<file path="src/hw/rtl/vtc_pkg.sv">
`timescale 1ns / 1ps
// ============================================================================
// vtc_pkg
// Types, codes and lookup functions for the value type classifier.
// ============================================================================
package vtc_pkg;

    localparam int CHAR_W  = 8;
    localparam int CLASS_W = 4;
    localparam int STAGE_W = 2;
    localparam int LEN_W   = 3;
    localparam int TYPE_W  = 8;

    localparam logic [LEN_W-1:0] LEN_MAX = 3'd5;

    localparam logic [CLASS_W-1:0] CLS_NONE      = 4'd0;
    localparam logic [CLASS_W-1:0] CLS_BOOL      = 4'd1;
    localparam logic [CLASS_W-1:0] CLS_REF       = 4'd2;
    localparam logic [CLASS_W-1:0] CLS_INT       = 4'd3;
    localparam logic [CLASS_W-1:0] CLS_DEC       = 4'd4;
    localparam logic [CLASS_W-1:0] CLS_STR       = 4'd5;
    localparam logic [CLASS_W-1:0] CLS_BOOL_LIST = 4'd6;
    localparam logic [CLASS_W-1:0] CLS_REF_LIST  = 4'd7;
    localparam logic [CLASS_W-1:0] CLS_INT_LIST  = 4'd8;
    localparam logic [CLASS_W-1:0] CLS_DEC_LIST  = 4'd9;
    localparam logic [CLASS_W-1:0] CLS_STR_LIST  = 4'd10;
    localparam logic [CLASS_W-1:0] CLS_QUAD      = 4'd11;
    localparam logic [CLASS_W-1:0] CLS_QUAD_LIST = 4'd12;
    localparam logic [CLASS_W-1:0] CLS_LIST_OFS  = 4'd5;

    localparam logic [STAGE_W-1:0] STAGE_NONE  = 2'd0;
    localparam logic [STAGE_W-1:0] STAGE_LIST  = 2'd1;
    localparam logic [STAGE_W-1:0] STAGE_ENDED = 2'd2;

    localparam logic [TYPE_W-1:0] TYPE_INT       = 8'd1;
    localparam logic [TYPE_W-1:0] TYPE_BOOL      = 8'd2;
    localparam logic [TYPE_W-1:0] TYPE_DEC       = 8'd3;
    localparam logic [TYPE_W-1:0] TYPE_STR       = 8'd4;
    localparam logic [TYPE_W-1:0] TYPE_QUAD      = 8'd9;
    localparam logic [TYPE_W-1:0] TYPE_REF       = 8'd14;
    localparam logic [TYPE_W-1:0] TYPE_REF_LIST  = 8'd15;
    localparam logic [TYPE_W-1:0] TYPE_INT_LIST  = 8'd20;
    localparam logic [TYPE_W-1:0] TYPE_DEC_LIST  = 8'd21;
    localparam logic [TYPE_W-1:0] TYPE_STR_LIST  = 8'd22;
    localparam logic [TYPE_W-1:0] TYPE_BOOL_LIST = 8'd23;
    localparam logic [TYPE_W-1:0] TYPE_QUAD_LIST = 8'd24;
    localparam logic [TYPE_W-1:0] TYPE_EMPTY     = 8'd251;

    localparam logic [CHAR_W-1:0] CH_SPACE  = 8'h20;
    localparam logic [CHAR_W-1:0] CH_TAB    = 8'h09;
    localparam logic [CHAR_W-1:0] CH_LF     = 8'h0A;
    localparam logic [CHAR_W-1:0] CH_HASH   = 8'h23;
    localparam logic [CHAR_W-1:0] CH_LPAREN = 8'h28;
    localparam logic [CHAR_W-1:0] CH_RPAREN = 8'h29;
    localparam logic [CHAR_W-1:0] CH_MINUS  = 8'h2D;
    localparam logic [CHAR_W-1:0] CH_DOT    = 8'h2E;
    localparam logic [CHAR_W-1:0] CH_ZERO   = 8'h30;
    localparam logic [CHAR_W-1:0] CH_NINE   = 8'h39;
    localparam logic [CHAR_W-1:0] CH_A      = 8'h61;
    localparam logic [CHAR_W-1:0] CH_E      = 8'h65;
    localparam logic [CHAR_W-1:0] CH_F      = 8'h66;
    localparam logic [CHAR_W-1:0] CH_L      = 8'h6C;
    localparam logic [CHAR_W-1:0] CH_R      = 8'h72;
    localparam logic [CHAR_W-1:0] CH_S      = 8'h73;
    localparam logic [CHAR_W-1:0] CH_T      = 8'h74;
    localparam logic [CHAR_W-1:0] CH_U      = 8'h75;

    typedef struct packed {
        logic [CLASS_W-1:0] cls;
        logic [STAGE_W-1:0] stage;
        logic               open;
        logic               exp_true;
        logic [LEN_W-1:0]   len;
        logic               settled;
    } detect_state_t;

    localparam detect_state_t STATE_RESET = '{
        cls: CLS_NONE, stage: STAGE_NONE, open: 1'b0,
        exp_true: 1'b0, len: '0, settled: 1'b0
    };

    function automatic logic is_space(input logic [CHAR_W-1:0] c);
        return (c == CH_SPACE) || (c == CH_TAB) || (c == CH_LF);
    endfunction

    function automatic logic is_digit(input logic [CHAR_W-1:0] c);
        return (c >= CH_ZERO) && (c <= CH_NINE);
    endfunction

    // Character c at position pos matches the expected bool word.
    function automatic logic bool_match(
        input logic              exp_true,
        input logic [LEN_W-1:0]  pos,
        input logic [CHAR_W-1:0] c
    );
        logic ok;
        ok = 1'b0;
        if (exp_true) begin
            case (pos)
                3'd0:    ok = (c == CH_T);
                3'd1:    ok = (c == CH_R);
                3'd2:    ok = (c == CH_U);
                3'd3:    ok = (c == CH_E);
                default: ok = 1'b0;
            endcase
        end else begin
            case (pos)
                3'd0:    ok = (c == CH_F);
                3'd1:    ok = (c == CH_A);
                3'd2:    ok = (c == CH_L);
                3'd3:    ok = (c == CH_S);
                3'd4:    ok = (c == CH_E);
                default: ok = 1'b0;
            endcase
        end
        return ok;
    endfunction

    function automatic logic [TYPE_W-1:0] class_code(input logic [CLASS_W-1:0] cls);
        logic [TYPE_W-1:0] code;
        case (cls)
            CLS_BOOL:      code = TYPE_BOOL;
            CLS_REF:       code = TYPE_REF;
            CLS_INT:       code = TYPE_INT;
            CLS_DEC:       code = TYPE_DEC;
            CLS_STR:       code = TYPE_STR;
            CLS_BOOL_LIST: code = TYPE_BOOL_LIST;
            CLS_REF_LIST:  code = TYPE_REF_LIST;
            CLS_INT_LIST:  code = TYPE_INT_LIST;
            CLS_DEC_LIST:  code = TYPE_DEC_LIST;
            CLS_STR_LIST:  code = TYPE_STR_LIST;
            CLS_QUAD:      code = TYPE_QUAD;
            CLS_QUAD_LIST: code = TYPE_QUAD_LIST;
            default:       code = TYPE_EMPTY;
        endcase
        return code;
    endfunction

endpackage

</file>
<file path="src/hw/rtl/value_type_classifier.sv">
`timescale 1ns / 1ps
// ============================================================================
// value_type_classifier
// Classifies a character stream into a content type code, one character per
// cycle while in_stall is low; a result leaves on the transaction marked last.
// ============================================================================
//  Channel | Signals                            | Direction
//  --------+------------------------------------+----------
//  input   | in_valid, in_stall, char_in,       | in
//          | no_char, last                      |
//  output  | out_valid, out_stall, content_type | out
//
//  One input transaction per cycle while in_stall is low; the detector state
//  updates in the cycle of acceptance and each result is registered in a result entry.
//  A result register plus one skid entry decouple the sides: in_stall rises
//  only while the skid entry holds a result that is waiting.
//  Reset clears the detector state and both result entries.
// ============================================================================
module value_type_classifier (
    input  logic                        clk,
    input  logic                        rst_n,
    input  logic                        in_valid,
    output logic                        in_stall,
    input  logic [vtc_pkg::CHAR_W-1:0]  char_in,
    input  logic                        no_char,
    input  logic                        last,
    output logic                        out_valid,
    input  logic                        out_stall,
    output logic [vtc_pkg::TYPE_W-1:0]  content_type
);
    import vtc_pkg::*;

    detect_state_t     st_reg;
    detect_state_t     st_next;
    detect_state_t     upd;
    logic              out_valid_reg;
    logic              out_valid_next;
    logic [TYPE_W-1:0] out_type_reg;
    logic [TYPE_W-1:0] out_type_next;
    logic              skid_valid_reg;
    logic              skid_valid_next;
    logic [TYPE_W-1:0] skid_type_reg;
    logic [TYPE_W-1:0] skid_type_next;
    logic              in_take;
    logic              out_take;
    logic              res_new;
    logic [TYPE_W-1:0] res_type;

    assign in_stall     = skid_valid_reg;
    assign out_valid    = out_valid_reg;
    assign content_type = out_type_reg;
    assign in_take      = in_valid && !skid_valid_reg;
    assign out_take     = out_valid_reg && !out_stall;

    // Detector update for one character.
    always_comb
    begin
        upd = st_reg;
        if (!no_char && !st_reg.settled) begin
            if (!st_reg.open) begin
                if (!is_space(char_in)) begin
                    upd.open = 1'b1;
                    upd.len  = 3'd1;
                    if (st_reg.stage == STAGE_ENDED) begin
                        upd.stage   = STAGE_LIST;
                        upd.settled = 1'b1;
                        if (st_reg.cls < CLS_QUAD) begin
                            upd.cls = st_reg.cls + CLS_LIST_OFS;
                        end else if (st_reg.cls == CLS_QUAD) begin
                            upd.cls = CLS_QUAD_LIST;
                        end
                    end else if (char_in == CH_T) begin
                        upd.exp_true = 1'b1;
                        upd.cls      = CLS_BOOL;
                    end else if (char_in == CH_F) begin
                        upd.exp_true = 1'b0;
                        upd.cls      = CLS_BOOL;
                    end else if (char_in == CH_MINUS || is_digit(char_in)) begin
                        upd.cls = CLS_INT;
                    end else if (char_in == CH_HASH) begin
                        upd.cls = CLS_REF;
                    end else if (char_in == CH_LPAREN) begin
                        upd.cls = CLS_QUAD;
                    end else begin
                        upd.cls = CLS_STR;
                    end
                end
            end else if (st_reg.cls == CLS_QUAD) begin
                if (char_in == CH_RPAREN) begin
                    upd.open  = 1'b0;
                    upd.stage = STAGE_ENDED;
                end
            end else if (is_space(char_in)) begin
                upd.open  = 1'b0;
                upd.stage = STAGE_ENDED;
            end else begin
                if (st_reg.len < LEN_MAX) begin
                    upd.len = st_reg.len + 3'd1;
                end
                case (st_reg.cls)
                    CLS_BOOL:
                    begin
                        if (!bool_match(st_reg.exp_true, st_reg.len, char_in)) begin
                            upd.cls = CLS_STR;
                        end
                    end
                    CLS_INT:
                    begin
                        if (char_in == CH_DOT) begin
                            upd.cls = CLS_DEC;
                        end else if (!is_digit(char_in)) begin
                            upd.cls = CLS_STR;
                        end
                    end
                    CLS_DEC:
                    begin
                        if (!is_digit(char_in)) begin
                            upd.cls = CLS_STR;
                        end
                    end
                    default:
                    begin
                        upd.cls = st_reg.cls;
                    end
                endcase
            end
        end
    end

    assign res_new  = in_take && last;
    assign res_type = class_code(upd.cls);

    // Advance state, route results through output and skid entries.
    always_comb
    begin
        st_next         = st_reg;
        out_valid_next  = out_valid_reg;
        out_type_next   = out_type_reg;
        skid_valid_next = skid_valid_reg;
        skid_type_next  = skid_type_reg;

        if (in_take) begin
            st_next = last ? STATE_RESET : upd;
        end

        if (out_take) begin
            out_valid_next  = skid_valid_reg;
            out_type_next   = skid_type_reg;
            skid_valid_next = 1'b0;
        end

        if (res_new) begin
            if (!out_valid_reg || out_take) begin
                out_valid_next = 1'b1;
                out_type_next  = res_type;
            end else begin
                skid_valid_next = 1'b1;
                skid_type_next  = res_type;
            end
        end
    end

    always_ff @(posedge clk or negedge rst_n)
    begin
        if (!rst_n) begin
            st_reg         <= STATE_RESET;
            out_valid_reg  <= 1'b0;
            skid_valid_reg <= 1'b0;
        end else begin
            st_reg         <= st_next;
            out_valid_reg  <= out_valid_next;
            skid_valid_reg <= skid_valid_next;
        end
    end

    always_ff @(posedge clk)
    begin
        out_type_reg  <= out_type_next;
        skid_type_reg <= skid_type_next;
    end

endmodule
</file>
<file path="config.mk">
export PLATFORM = sky130hd
export DESIGN_NAME = value_type_classifier
export DESIGN_NICKNAME = d
export VERILOG_FILES = /design/src/hw/rtl/vtc_pkg.sv /design/src/hw/rtl/value_type_classifier.sv
export SDC_FILE = /design/constraint.sdc
export NUM_CORES = 1
export LEC_CHECK = 0
export ABC_AREA = 0
export BUFFER_PORTS_ARGS = -buffer_cell sky130_fd_sc_hd__clkbuf_2
export CORE_MARGIN = 5
export CORE_UTILIZATION = 50
export DETAILED_ROUTE_END_ITERATION = 10
export GPL_TIMING_DRIVEN = 1
export PLACE_DENSITY = 0.72
export SYNTH_ARGS = -nofsm -noshare
export SYNTH_HDL_FRONTEND = slang
export SYNTH_SLANG_ARGS = --single-unit
export TNS_END_PERCENT = 20
</file>
<file path="constraint.sdc">
create_clock -name clk -period 3.25 [get_ports clk]
set_input_delay 0.975 -clock clk [delete_from_list [all_inputs] [get_ports clk]]
set_output_delay 0.975 -clock clk [all_outputs]
set_load 0.05 [all_outputs]
</file>
-- Yosys cells after proc, flatten, opt, wreduce, memory -nomap -nowiden
Memory sizes are Yosys's and may differ from the RTL's.
Cells that the tools add are included.
Widths: inputs -> output; s select.
- output and inout port bits: 10
- input port bits: 14
- word-level logic and storage cells: 126
- flip-flop bits (word level): 30
- memory bits (read-only): 128
- memories kept: 1
- memory list (name ; words ; bits a word ; rd ports ; clocked after memory_dff ; wr ports ; line ; text):
    (no name shown) ; 16 ; 8 ; 1 ; 0 ; 0 ; vtc_pkg.sv:121 ; case (cls)
- bitwise logic cells: 1
- reductions and logical operators: 25
- add/sub/neg operators: 2
- order comparisons: 4
- muxes and demuxes: 49
- equal/unequal tests: 34
- operators with widths (operator ; count):
    $eq 8x7->1 const B ; 8
    $mux 4 ; 13
    $eq 8x6->1 const B ; 6
    $mux 12 ; 3
    $mux 8 ; 3
    $mux 3 ; 7
    $mux 1 ; 18
    $reduce_and 6->1 ; 3
    $eq 8x4->1 const B ; 2
    $pmux 4 s3 ; 1
    $ge 8x6->1 const B ; 1
    $le 8x6->1 const B ; 1
    $mux 7 ; 1
    $eq 3x2->1 const B ; 2
    $ne 2x2->1 const B ; 3
    $ne 3x2->1 const B ; 2
    $ne 3x3->1 const B ; 2
    $reduce_bool 3->1 ; 2
    $logic_and 1x1->1 ; 5
    $logic_not 1->1 ; 5
    $pmux 1 s5 ; 1
    $reduce_and 5->1 ; 1
    $add 4x3->4 const B ; 1
    $eq 4x1->1 const B ; 1
    other kinds (18) ; 23

-- Logic depth before layout (Yosys ltp)
Gate-level depths: netlist of run 1.
An unclocked memory read counts as a cell.
- depth in word-level cells: 17
- gate-level depth with buffers: 14
- depth with buffers taken out: 13

-- Worst setup path after synthesis of run 1
No wires, ideal clock.
- kind: input -> register
- start: in char_in[0] (netlist name)
- end: reg skid_type_reg[4], data pin
- path buffers: 1
- library setup time: 0.270 ns
- arrival time: 3.004 ns
- setup slack: -0.024 ns
- data required time: 2.980 ns
- stages on the path: 12
- cells stage by stage: buf_4 > nor2b_1 > mux2_2 > a31o_1 > a21oi_2 > nor2_1 > o21ai_2 > inv_1 > ha_1 > or2_1 > a21oi_1 > a21oi_1
- word-level cells in the longest chain between the ends: 15
- elaborated cells between the ends (all ways): 45
- those cells by class: order compare: 2; eq/ne: 15; mux: 23; reduce/logical: 4; memory: 1
- ends and longest elaborated chain (element ; line ; text):
    start: declaration ; value_type_classifier.sv:24 ; input logic [vtc_pkg::CHAR_W-1:0] char_in,
    $eq 8x7->1 (tied with other cells) ; vtc_pkg.sv:103, vtc_pkg.sv:112 ;
    $pmux 1 s5 or $pmux 1 s4 (tied branches) ; vtc_pkg.sv:107, vtc_pkg.sv:99 ;
    $mux 1 ; vtc_pkg.sv:98 ; if (exp_true) begin
    $mux 1 ; value_type_classifier.sv:100 ; case (st_reg.cls)
    $mux 1 ; value_type_classifier.sv:93 ; end else if (is_space(char_in)) begin
    $mux 1 ; value_type_classifier.sv:88 ; end else if (st_reg.cls == CLS_QUAD) begin
    $mux 1 ; value_type_classifier.sv:60 ; if (!st_reg.open) begin
    $mux 1 ; value_type_classifier.sv:59 ; if (!no_char && !st_reg.settled) begin
    $mux 4 ; value_type_classifier.sv:103 ; if (!bool_match(st_reg.exp_true, st_reg.len, char_in)) begin
    $pmux 4 s3 ; value_type_classifier.sv:100 ;
    $mux 4 ; value_type_classifier.sv:93 ;
    $mux 4 ; value_type_classifier.sv:88 ;
    $mux 7 (*) ; value_type_classifier.sv:60 ;
    $mux 12 (*) ; value_type_classifier.sv:59 ;
    $mem_v2 16x8 (*) ; - ;
    net res_type[4] ; value_type_classifier.sv:47 ; logic [TYPE_W-1:0] res_type;
    end signal: assignment ; value_type_classifier.sv:179 ; skid_type_reg <= skid_type_next;
    end: declaration ; value_type_classifier.sv:42 ; logic [TYPE_W-1:0] skid_type_reg;
The timed path passes the listed nets; every way through them passes the cells marked *. The select of a mux whose other input is x is not followed.
A chain may end at the register's enable or synchronous reset.

-- Worst setup path in the final report of run 1
- start: in char_in[1] (netlist name)
- end: reg skid_type_reg[4], data pin
The elaborated chain is that of the path after synthesis.

==> results of run 1 <==
[layer usage]
metal	global-route usage (%)	up-vias
met4	4.98	0
met3	2.61	9
met1	27.1	1109
met5	0	-
met2	34.0	52
li1	-	1151
[layout by cell type, fill, tap and decap left out, types with 3 or more instances in the layout]
master    count
nand2b_1      6
ha_1         12
a211oi_1      4
a21o_1        5
a22o_1        4
dfrtp_1      14
nor2b_1       8
clkbuf_2     23
o41ai_1       3
nand3b_1      3
nor4b_1       3
a31oi_1       3
mux2i_1       4
o221a_2       3
and3b_1       3
nand3_1       7
o21ai_2       3
nand2_1      36
inv_1         9
a211oi_2      3
and3_1        8
clkbuf_8      3
edfxtp_1      6
nor3_1        7
nor2_1       15
o21ai_0      15
buf_4        41
a21oi_1      22
dfxtp_1       8
[tightest hold or removal path, cell delays in order (launching register included)]
cell,delay (ns)
dfxtp_1,0.32
nand2_1,0.05
a21oi_1,0.05
[per-stage QoR]
step           util, %  instances
2_1_floorplan        -        280
3_3_place_gp      60.6        385
3_5_place_dp      60.6        385
4_1_cts           62.1        389
5_1_grt           62.4        389
6_report          62.4        389
[cell type report]
| class | count | area, sq um | area share [%] |
|---|---|---|---|
| multi-input cells | 228 | 1600 | 54.9 |
| inverters | 10 | 37.5 | 1.29 |
| clock inverters | 1 | 30.0 | 1.03 |
| repair buffers | 65 | 443 | 15.2 |
| flip-flops and latches | 28 | 691 | 23.8 |
| well taps | 54 | 67.6 | 2.32 |
| clock buffers | 3 | 41.3 | 1.42 |
[where the power goes]
part	total [mW]	switching, mW	internal, mW
sequential	0.554	0.0950	0.459
clock	0.270	0.105	0.165
combinational	1.00	0.613	0.391
[timing repair]
action                                  in CTS  in global routing
endpoints found under the setup margin       0                  5
endpoints found under the hold margin        0                  0
gates resized for setup                      0                  3
[cell families (layout without fill, tap and decap cells)]
| kind of cell | after synthesis | after routing | synth area share, % |
|---|---|---|---|
| flip-flops | 28 | 28 | 29.0 |
| multiplexers | 7 | 7 | 3.58 |
| buffers and inverters | 24 | 79 | 4.63 |
| adder cells (fa/ha/maj) | 12 | 12 | 6.31 |
| AO/OA/AOI/OAI | 88 | 88 | 26.7 |
| AND/OR/NAND/NOR | 119 | 119 | 29.0 |
| XOR/XNOR | 2 | 2 | 0.737 |
[final timing paths]
| check | from | end | depth (start not counted) |
|---|---|---|---|
| max | char_in[1] | skid_type_reg[4] | 11 |
| max in group asynchronous | rst_n | st_reg[4] | 1 |
| min in group asynchronous | rst_n | out_valid | 1 |
| min | content_type[6] | content_type[6] | 2 |
| max reg2reg | st_reg[2] | skid_type_reg[4] | 12 |
| min reg2reg | content_type[6] | content_type[6] | 2 |
==> summary.txt, run 1 <==
Top-count cell post-synth = nand2_1
Growth of design area from synthesis to finish = 22.2%
Tmin final = 3.11 ns
Cell Area, Placed = 2820 sq um
Number of hold-repair buffers added at the cts stage = 0
CTS tree = done
Uppermost routed layer = met4
ANT cells = 0
# Max-Cap Violations = 0
Yosys synthesis warning count = 0
Die outline height = 79.0 microns
Fraction of post-synthesis cell area in the top cell type by area = 14.7%
Initial Util = 51.0%
Sequential fraction of the synthesis area = 29.0%
Wire length after detailed routing = 6.03 mm
CTS root buf = clkbuf_8
Worst skew pair latency = 0.28 ns
Number of flip-flops and latches in the synthesized netlist = 28
Ordered list of cells on the worst path = clkbuf_2 > buf_4 > o21ai_0 > nand3_1 > o31ai_1 > a21oi_1 > o221a_2 > ha_1 > or2_1 > a21oi_1 > a21oi_1
Most used DFF post-synth = dfrtp_1
Met1 routed wirelength after detailed routing = 2.88 mm
Worst clock skew = 0.0140 ns
Worst-Margin Slew = 0.542 ns
Critical path required time = 3.29 ns
Grt ovf = 0
Count of different cell masters after synthesis = 65
Post-route setup slack = 0.145 ns
# setup viols final = 0
Core Footprint = 4660 sq um
Global-route wire length before repair = 10.3 mm
Routability congestion estimate = 0.939
List of most frequent post-synthesis cells = 36 x nand2_1, 22 x a21oi_1, 15 x nor2_1, 15 x o21ai_0, 14 x dfrtp_1
Vias per cell = 5.97
Number of nets in the layout = 362
Most area-consuming cells after synthesis = dfrtp_1 15%, edfxtp_1 7.6%, dfxtp_1 6.7%
Number of sinks on the clock net = 28
Final Hold Violating Endpoints = 0
Post-CTS setup-driven buffer insertion count = 0
Cell type with the largest total area after synthesis = dfrtp_1
Critical-path top delay cell = o221a_2
Wirelength per Cell = 15.5 microns
Pin count of the biggest net entering global routing = 17
Largest stage delay, worst path = 0.34 ns
Crit path top cell by count = a21oi_1
Final HPWL DP = 4.77 mm
Critical path data arrival time = 3.14 ns
R2R setup slack = 0.21 ns
Run status = complete, no violations
Die W = 79.0 microns
Std cell rows = 25
Via count of the first global-routing pass = 2226
Remaining DRCs = 0
Highest ir drop seen on vdd = 0.644 mV
Proportion of register bits with asynchronous set or reset after synthesis = 50.0%
CP endpoint kind = flop
Drt pass-1 iters = 4
Static leakage = 1.30 nW
Hold WS = 0.464 ns
DIE AREA = 6240 sq um
CTS buffer count = 3
Crit Path Class = in -> reg
Setup_tns = 0 ns
Clock slew at reported path FFs = 0.10 ns
Number of enable-type register cells in the synthesized netlist = 6
Post-detailed-route count of antenna-violating nets = 0
Final Max Tran Viols = 0
Initial detailed-routing violation count = 169
Share of post-route cells with drive strength above 1 = 28.4%
Type of element launching the critical path = input pin
Kind of path behind the tightest hold check = reg -> reg
Post-Syn Instances = 280
Number of levels in the clock H-tree = 1
Top achievable clock speed = 0.322 GHz
Initial antenna violation count = 0
Largest register FFs = 12
Fill cells = 418
Combined global-route utilization of all metal layers = 20.1%
Power Density = 629 nW/um^2
Number of buffers inserted by port buffering = 23
Category of cells accounting for the largest share of critical-path delay = compound AO/OA/AOI/OAI gates
Max_slew headroom = 63.7%
Overall via count from detail_route = 2321
Buf+Inv Stages, Crit Path = 2
Netlist area before placement = 2380 sq um
Amount of wire on met2 after detailed routing = 2.81 mm
Count of pins on the block boundary = 24
Share of the clock period used by the worst path = 95.5%
Pre-CTS setup slack = -0.182 ns
Maximum buffer depth of the clock tree = 2
Post-route design area = 2910 sq um
Design Power = 1.83 mW
Met3 wirelength from detailed routing = 280 microns
Setup repair after global routing missed its margin = true
Number of nets in the synthesized netlist = 306
Highest fanout seen on the critical path = 6
Synthesized area per cell = 8.49 sq um
(Power assumes the default switching activity.)
==> run 2, diff against run 1 <==
--- a/config.mk
+++ b/config.mk
@@ -12,6 +12,7 @@
 export DETAILED_ROUTE_END_ITERATION = 10
 export GPL_TIMING_DRIVEN = 1
 export PLACE_DENSITY = 0.72
+export RECOVER_POWER = 100
 export SYNTH_ARGS = -nofsm -noshare
 export SYNTH_HDL_FRONTEND = slang
 export SYNTH_SLANG_ARGS = --single-unit
==> run 2 against run 1 <==
  * Power shrank 0.94%
  * Clock skew is essentially flat
  * Fmax shrank 0.76%
  * Critical path type unchanged
  * Sequential power is essentially flat
  * Count of clock-buffer cells in the layout is the same
  * Die area is the same
  * Via count shrank 0.17%
  * Register-to-register slack is essentially flat
  * Worst setup slack lost 0.024 ns
  * Worst hold slack is essentially flat
  * Critical path depth grew 1
  * Wire length shrank 0.15%
==> summary.txt, run 2 (synthesis results as in run 1) <==
Pin count of the biggest net entering global routing = 17 (unchanged)
Critical-path top delay cell = nor4b_4
R2R setup slack = 0.21 ns (about the same)
Critical path data arrival time = 3.17 ns (+0.03 ns)
Initial Util = 51.0% (unchanged)
Number of buffers inserted by port buffering = 23 (unchanged)
Run status = complete, no violations
Hold Path End = content_type[6]
Highest fanout seen on the critical path = 6 (unchanged)
End of the worst register-to-register path = skid_type_reg[4]
Number of nets in the layout = 362 (unchanged)
Kind of path behind the tightest hold check = reg -> reg
Post-CTS setup-driven buffer insertion count = 0 (unchanged)
Std cell rows = 25 (unchanged)
Drt pass-1 iters = 4 (unchanged)
Largest register FFs = 12 (unchanged)
Global-route wire length before repair = 10.3 mm (unchanged)
Remaining DRCs = 0 (unchanged)
Share of the clock period used by the worst path = 96.3% (+0.73 points)
Die outline height = 79.0 microns (unchanged)
Die W = 79.0 microns (unchanged)
Routability congestion estimate = 0.939 (unchanged)
Wirelength per Cell = 15.5 microns (-0.15%)
Beginning of the worst register-to-register path = st_reg[2]
CTS root buf = clkbuf_8
Top achievable clock speed = 0.320 GHz (-0.76%)
Worst-Margin Slew = 0.789 ns (+0.247 ns)
Crit Path Class = in -> reg
Initial detailed-routing violation count = 163 (-3.6%)
Worst clock skew = 0.0138 ns (-0.000263 ns)
Combined global-route utilization of all metal layers = 20.1% (unchanged)
Overall via count from detail_route = 2317 (-0.17%)
Worst hold stages = 2 (unchanged)
Max_slew headroom = 47.4% (-16 points)
Hold Startpoint = content_type[6]
Tmin final = 3.13 ns (+0.0238 ns)
Most common cell after layout, fill and taps aside = buf_4
Power Density = 627 nW/um^2 (-0.25%)
NetSw = 0.813 mW (about the same)
Growth of design area from synthesis to finish = 21.4%
Initial antenna violation count = 0 (unchanged)
Final Hold Violating Endpoints = 0 (unchanged)
# setup viols final = 0 (unchanged)
Vias per cell = 5.96 (-0.17%)
Type of element launching the critical path = input pin
Most frequent cells in the layout = 39 x buf_4, 36 x nand2_1, 22 x a21oi_1
Ordered list of cells on the worst path = clkbuf_1 > nand3b_1 > nor4b_4 > buf_4 > nand2_1 > nand4b_1 > o21ai_0 > o221a_2 > ha_1 > or2_1 > a21oi_1 > a21oi_1
DIE AREA = 6240 sq um (unchanged)
# Max-Cap Violations = 0 (unchanged)
Int Power = 0.998 mW (-1.7%)
Largest stage delay, worst path = 0.34 ns (about the same)
ANT cells = 0 (unchanged)
Number of hold-repair buffers added at the cts stage = 0 (unchanged)
Number of levels in the clock H-tree = 1 (unchanged)
Critical path required time = 3.29 ns (about the same)
Sw Share = 44.9% (+0.42 points)
Grt ovf = 0 (unchanged)
Number of sinks on the clock net = 28 (unchanged)
Final HPWL DP = 4.77 mm (unchanged)
Post-route setup slack = 0.121 ns (-0.0238 ns)
CP endpoint kind = flop
CTS tree = done
Worst R2R Path Depth = 12 (unchanged)
Proportion of power drawn by flip-flops and latches = 30.6% (+0.3 points)
Final Max Tran Viols = 0 (unchanged)
Count of pins on the block boundary = 24 (unchanged)
Setup_tns = 0 ns (unchanged)
Via count of the first global-routing pass = 2226 (unchanged)
Wire length after detailed routing = 6.02 mm (-0.15%)
Pre-CTS setup slack = -0.182 ns (unchanged)
Part of the power in the clock network = 14.9% (about the same)
Maximum buffer depth of the clock tree = 2 (unchanged)
Core Footprint = 4660 sq um (unchanged)
CTS buffer count = 3 (unchanged)
Setup repair after global routing missed its margin = true
Clock slew at reported path FFs = 0.10 ns (about the same)
Static leakage = 1.25 nW (-3.3%)
Post-detailed-route count of antenna-violating nets = 0 (unchanged)
Fraction of power consumed by combinational cells = 54.5% (-0.4 points)
Share of post-route cells with drive strength above 1 = 24.2% (-4.2 points)
Crit path top cell by count = a21oi_1
Highest ir drop seen on vdd = 0.630 mV (-2.2%)
Hold WS = 0.464 ns (+0.000324 ns)
Worst skew pair latency = 0.28 ns (about the same)
run 2: final cells by class:
type                       count  area [sq um]
clock buffer                   3          41.3
clock inverter                 1          30.0
fill                         426          1770
inverter                      10          37.5
multi-input combinational    228          1600
sequential                    28           691
tap                           54          67.6
timing repair buffer          65           423
run 2: metal layers:
| layer | routed length [microns] | global-route usage [%] |
|---|---|---|
| met1 | 2890 | 27.1 |
| met2 | 2820 | 34.0 |
| met3 | 257 | 2.61 |
| met4 | 62 | 4.98 |
| met5 | 0 | 0 |
run 2: power by group through the flow:
stage               logic [mW]  clock network, mW  registers, mW
CTS                       1.00              0.276          0.552
detailed placement       0.993                  0          0.558
floorplan                0.507                  0          0.726
global placement         0.972                  0          0.555
finish                   0.987              0.270          0.553
global route              1.07              0.290          0.569
run 2: worst max path at each step:
stage                          start          endpoint  slack [ns]  depth (start not counted)
after floorplan           char_in[0]  skid_type_reg[4]        0.03                         12
after global placement    char_in[7]   content_type[4]       -0.12                         10
after detailed placement  char_in[7]   content_type[4]       -0.18                         10
after CTS                 char_in[7]   content_type[4]        0.10                         10
after global routing       st_reg[1]  skid_type_reg[1]       -0.04                         14
final                     char_in[7]  skid_type_reg[4]        0.12                         12
run 2: what timing repair did:
item / 4_1_cts / 5_1_grt
gates resized for setup: 0 / 3
endpoints found under the hold margin: 0 / 0
endpoints found under the setup margin: 0 / 5
run 2: metrics by stage:
stage	util (%)	area (sq um)	total power, mW	cells
3_3_place_gp	60.6	2820	1.53	385
4_1_cts	62.1	2900	1.83	389
3_5_place_dp	60.6	2820	1.55	385
2_1_floorplan	-	2390	1.23	280
6_report	61.9	2890	1.81	389
5_1_grt	61.9	2890	1.93	389
run 2: critical path: cells and delay by family:
family | cells | cell delay (ns)
fa+ha+maj | 1 | 0.25
simple gates | 5 | 0.99
buf+inv | 2 | 0.31
compound gates | 4 | 0.65
==> run 3, diff against run 2 <==
--- a/config.mk
+++ b/config.mk
@@ -6,12 +6,12 @@
 export NUM_CORES = 1
 export LEC_CHECK = 0
 export ABC_AREA = 0
-export BUFFER_PORTS_ARGS = -buffer_cell sky130_fd_sc_hd__clkbuf_2
 export CORE_MARGIN = 5
 export CORE_UTILIZATION = 50
 export DETAILED_ROUTE_END_ITERATION = 10
+export DONT_BUFFER_PORTS = 1
 export GPL_TIMING_DRIVEN = 1
-export PLACE_DENSITY = 0.72
+export PLACE_DENSITY = 0.68
 export RECOVER_POWER = 100
 export SYNTH_ARGS = -nofsm -noshare
 export SYNTH_HDL_FRONTEND = slang
==> run 3 against run 2 <==
  * Power fell by 7.7%
  * Worst setup slack improved by 0.050 ns
  * Core utilization fell by 6.4 points
  * Final cell count fell by 13%
  * Largest cell class unchanged
  * Worst hold slack got worse by 0.083 ns
  * Critical path depth did not move
  * Combinational power fell by 36%
  * Sequential share of layout area rose by 2.8 points
  * Wire length fell by 6.2%
  * Largest power group is now registers
  * Global-route usage fell by 1.6 points
==> summary.txt, run 3 (synthesis results as in run 1) <==
Die W = 79.0 microns (unchanged)
Final HPWL DP = 4.26 mm (-11%)
Static leakage = 1.06 nW (-16%)
Overall via count from detail_route = 2124 (-8.3%)
Wire length after detailed routing = 5.65 mm (-6.2%)
Critical path data arrival time = 3.23 ns (+0.06 ns)
Post-route setup slack = 0.171 ns (+0.0495 ns)
Pre-CTS setup slack = -0.0141 ns (+0.168 ns)
Std cell rows = 25 (unchanged)
Top achievable clock speed = 0.325 GHz (+1.6%)
Crit Path Class = reg -> reg
Final Max Tran Viols = 0 (unchanged)
# Max-Cap Violations = 0 (unchanged)
Grt ovf = 0 (unchanged)
Largest register FFs = 12 (unchanged)
Combined global-route utilization of all metal layers = 18.5% (-1.6 points)
Pin count of the biggest net entering global routing = 17 (unchanged)
Maximum buffer depth of the clock tree = 2 (unchanged)
Highest fanout seen on the critical path = 6 (unchanged)
Count of pins on the block boundary = 24 (unchanged)
Via count of the first global-routing pass = 1976 (-11%)
Share of post-route cells with drive strength above 1 = 16.4% (-7.7 points)
Critical path required time = 3.40 ns (+0.11 ns)
Wirelength per Cell = 16.6 microns (+7.4%)
Number of levels in the clock H-tree = 1 (unchanged)
ANT cells = 0 (unchanged)
Hold WS = 0.381 ns (-0.0833 ns)
Number of buffers inserted by port buffering = 0 (-100%)
Number of sinks on the clock net = 28 (unchanged)
DIE AREA = 6240 sq um (unchanged)
Most common cell after layout, fill and taps aside = nand2_1
Drt pass-1 iters = 4 (unchanged)
Tmin final = 3.08 ns (-0.0495 ns)
Post-route design area = 2590 sq um (-10%)
Number of nets in the layout = 313 (-14%)
Cell Area, Placed = 2490 sq um (-12%)
# setup viols final = 0 (unchanged)
Type of element launching the critical path = flop
Post-detailed-route count of antenna-violating nets = 0 (unchanged)
Crit. Startpoint = st_reg[1]
Worst clock skew = 0.00280 ns (-0.0110 ns)
Beginning of the worst register-to-register path = st_reg[1]
Final Hold Violating Endpoints = 0 (unchanged)
CP endpoint kind = flop
Routability congestion estimate = 0.923 (-1.7%)
Growth of design area from synthesis to finish = 8.78%
Initial antenna violation count = 0 (unchanged)
CTS tree = done
Clock slew at reported path FFs = 0.10 ns (about the same)
CTS root buf = clkbuf_8
Remaining DRCs = 0 (unchanged)
CTS buffer count = 3 (unchanged)
Worst-Margin Slew = 0.616 ns (-0.173 ns)
Most frequent cells in the layout = 36 x nand2_1, 21 x a21oi_1, 15 x nor2_1, 15 x o21ai_0, 15 x buf_4
Worst skew pair latency = 0.28 ns (about the same)
Global-route wire length before repair = 9.42 mm (-8.8%)
Fill cells = 432 (+1.4%)
Vias per cell = 6.25 (+4.9%)
Number of hold-repair buffers added at the cts stage = 0 (unchanged)
Die outline height = 79.0 microns (unchanged)
Core Footprint = 4660 sq um (unchanged)
Initial Util = 51.0% (unchanged)
Power Density = 646 nW/um^2 (+3.0%)
Kind of path behind the tightest hold check = in -> async
Run status = complete, no violations
Share of the clock period used by the worst path = 94.7% (-1.5 points)
Highest ir drop seen on vdd = 0.349 mV (-45%)
Initial detailed-routing violation count = 183 (+12%)
Max_slew headroom = 58.8% (+11 points)
## run 3: cell count changes in the layout (fill, tap and decap cells not counted), moves of 2 or more
cell / previous run / this run
clkbuf_1: 14 / 1
buf_4: 39 / 15
ha_2: 0 / 2
clkbuf_2: 10 / 0
ha_1: 12 / 10
## run 3: per-layer routing
| metal | share of wire [%] | vias up | track usage (%) |
|---|---|---|---|
| li1 | - | 1061 | - |
| met1 | 49 | 997 | 27.9 |
| met2 | 44 | 60 | 27.2 |
| met3 | 6.2 | 6 | 3.06 |
| met4 | 0.83 | 0 | 4.81 |
| met5 | 0 | - | 0 |
## run 3: final timing paths
path / cells past startpoint / to / slack (ns)
worst max register to register: 12 / content_type[4] / 0.17
worst min-delay path: 0 / asynchronous set/reset pin / 0.38
max in group asynchronous: 0 / st_reg[1] / 2.79
worst min register to register: 1 / st_reg[7] / 0.53
worst max-delay path: 12 / content_type[4] / 0.17
min in group clk: 1 / st_reg[7] / 0.53
## run 3: critical path, cell delays in order, from the launching register on
cell,delay (ns)
dfrtp_2,0.45
ha_1,0.23
ha_2,0.21
nor3b_4,0.22
o22ai_1,0.13
a211oi_2,0.23
a32o_1,0.17
o21ai_0,0.11
o221a_2,0.33
buf_4,0.16
or3_1,0.40
a211oi_2,0.23
a211oi_1,0.07
## run 3: layout make-up
cell class	count	area, sq um	area share [%]
inverters	10	37.5	1.45
well taps	54	67.6	2.61
clock inverters	1	30.0	1.16
clock buffers	3	41.3	1.60
repair buffers	16	116	4.50
multi-input cells	228	1600	61.9
flip-flops and latches	28	692	26.7
## run 3: power breakdown
part / internal (mW) / switching, mW
registers: 0.458 / 0.309
logic: 0.290 / 0.339
clock network: 0.165 / 0.110
## run 3: per-stage QoR
step	util [%]	std cells	setup TNS [ns]	power, mW
global placement	53.3	334	0	1.37
global route	55.5	340	-0.000476	1.78
detailed placement	53.3	334	-0.0141	1.38
finish	55.5	340	0	1.67
CTS	54.9	338	0	1.66
floorplan	-	280	0	1.23
## run 3: timing repair
action                     CTS  global route
resized for setup            0             7
setup endpoints to repair    0             8
buffers inserted             0             2
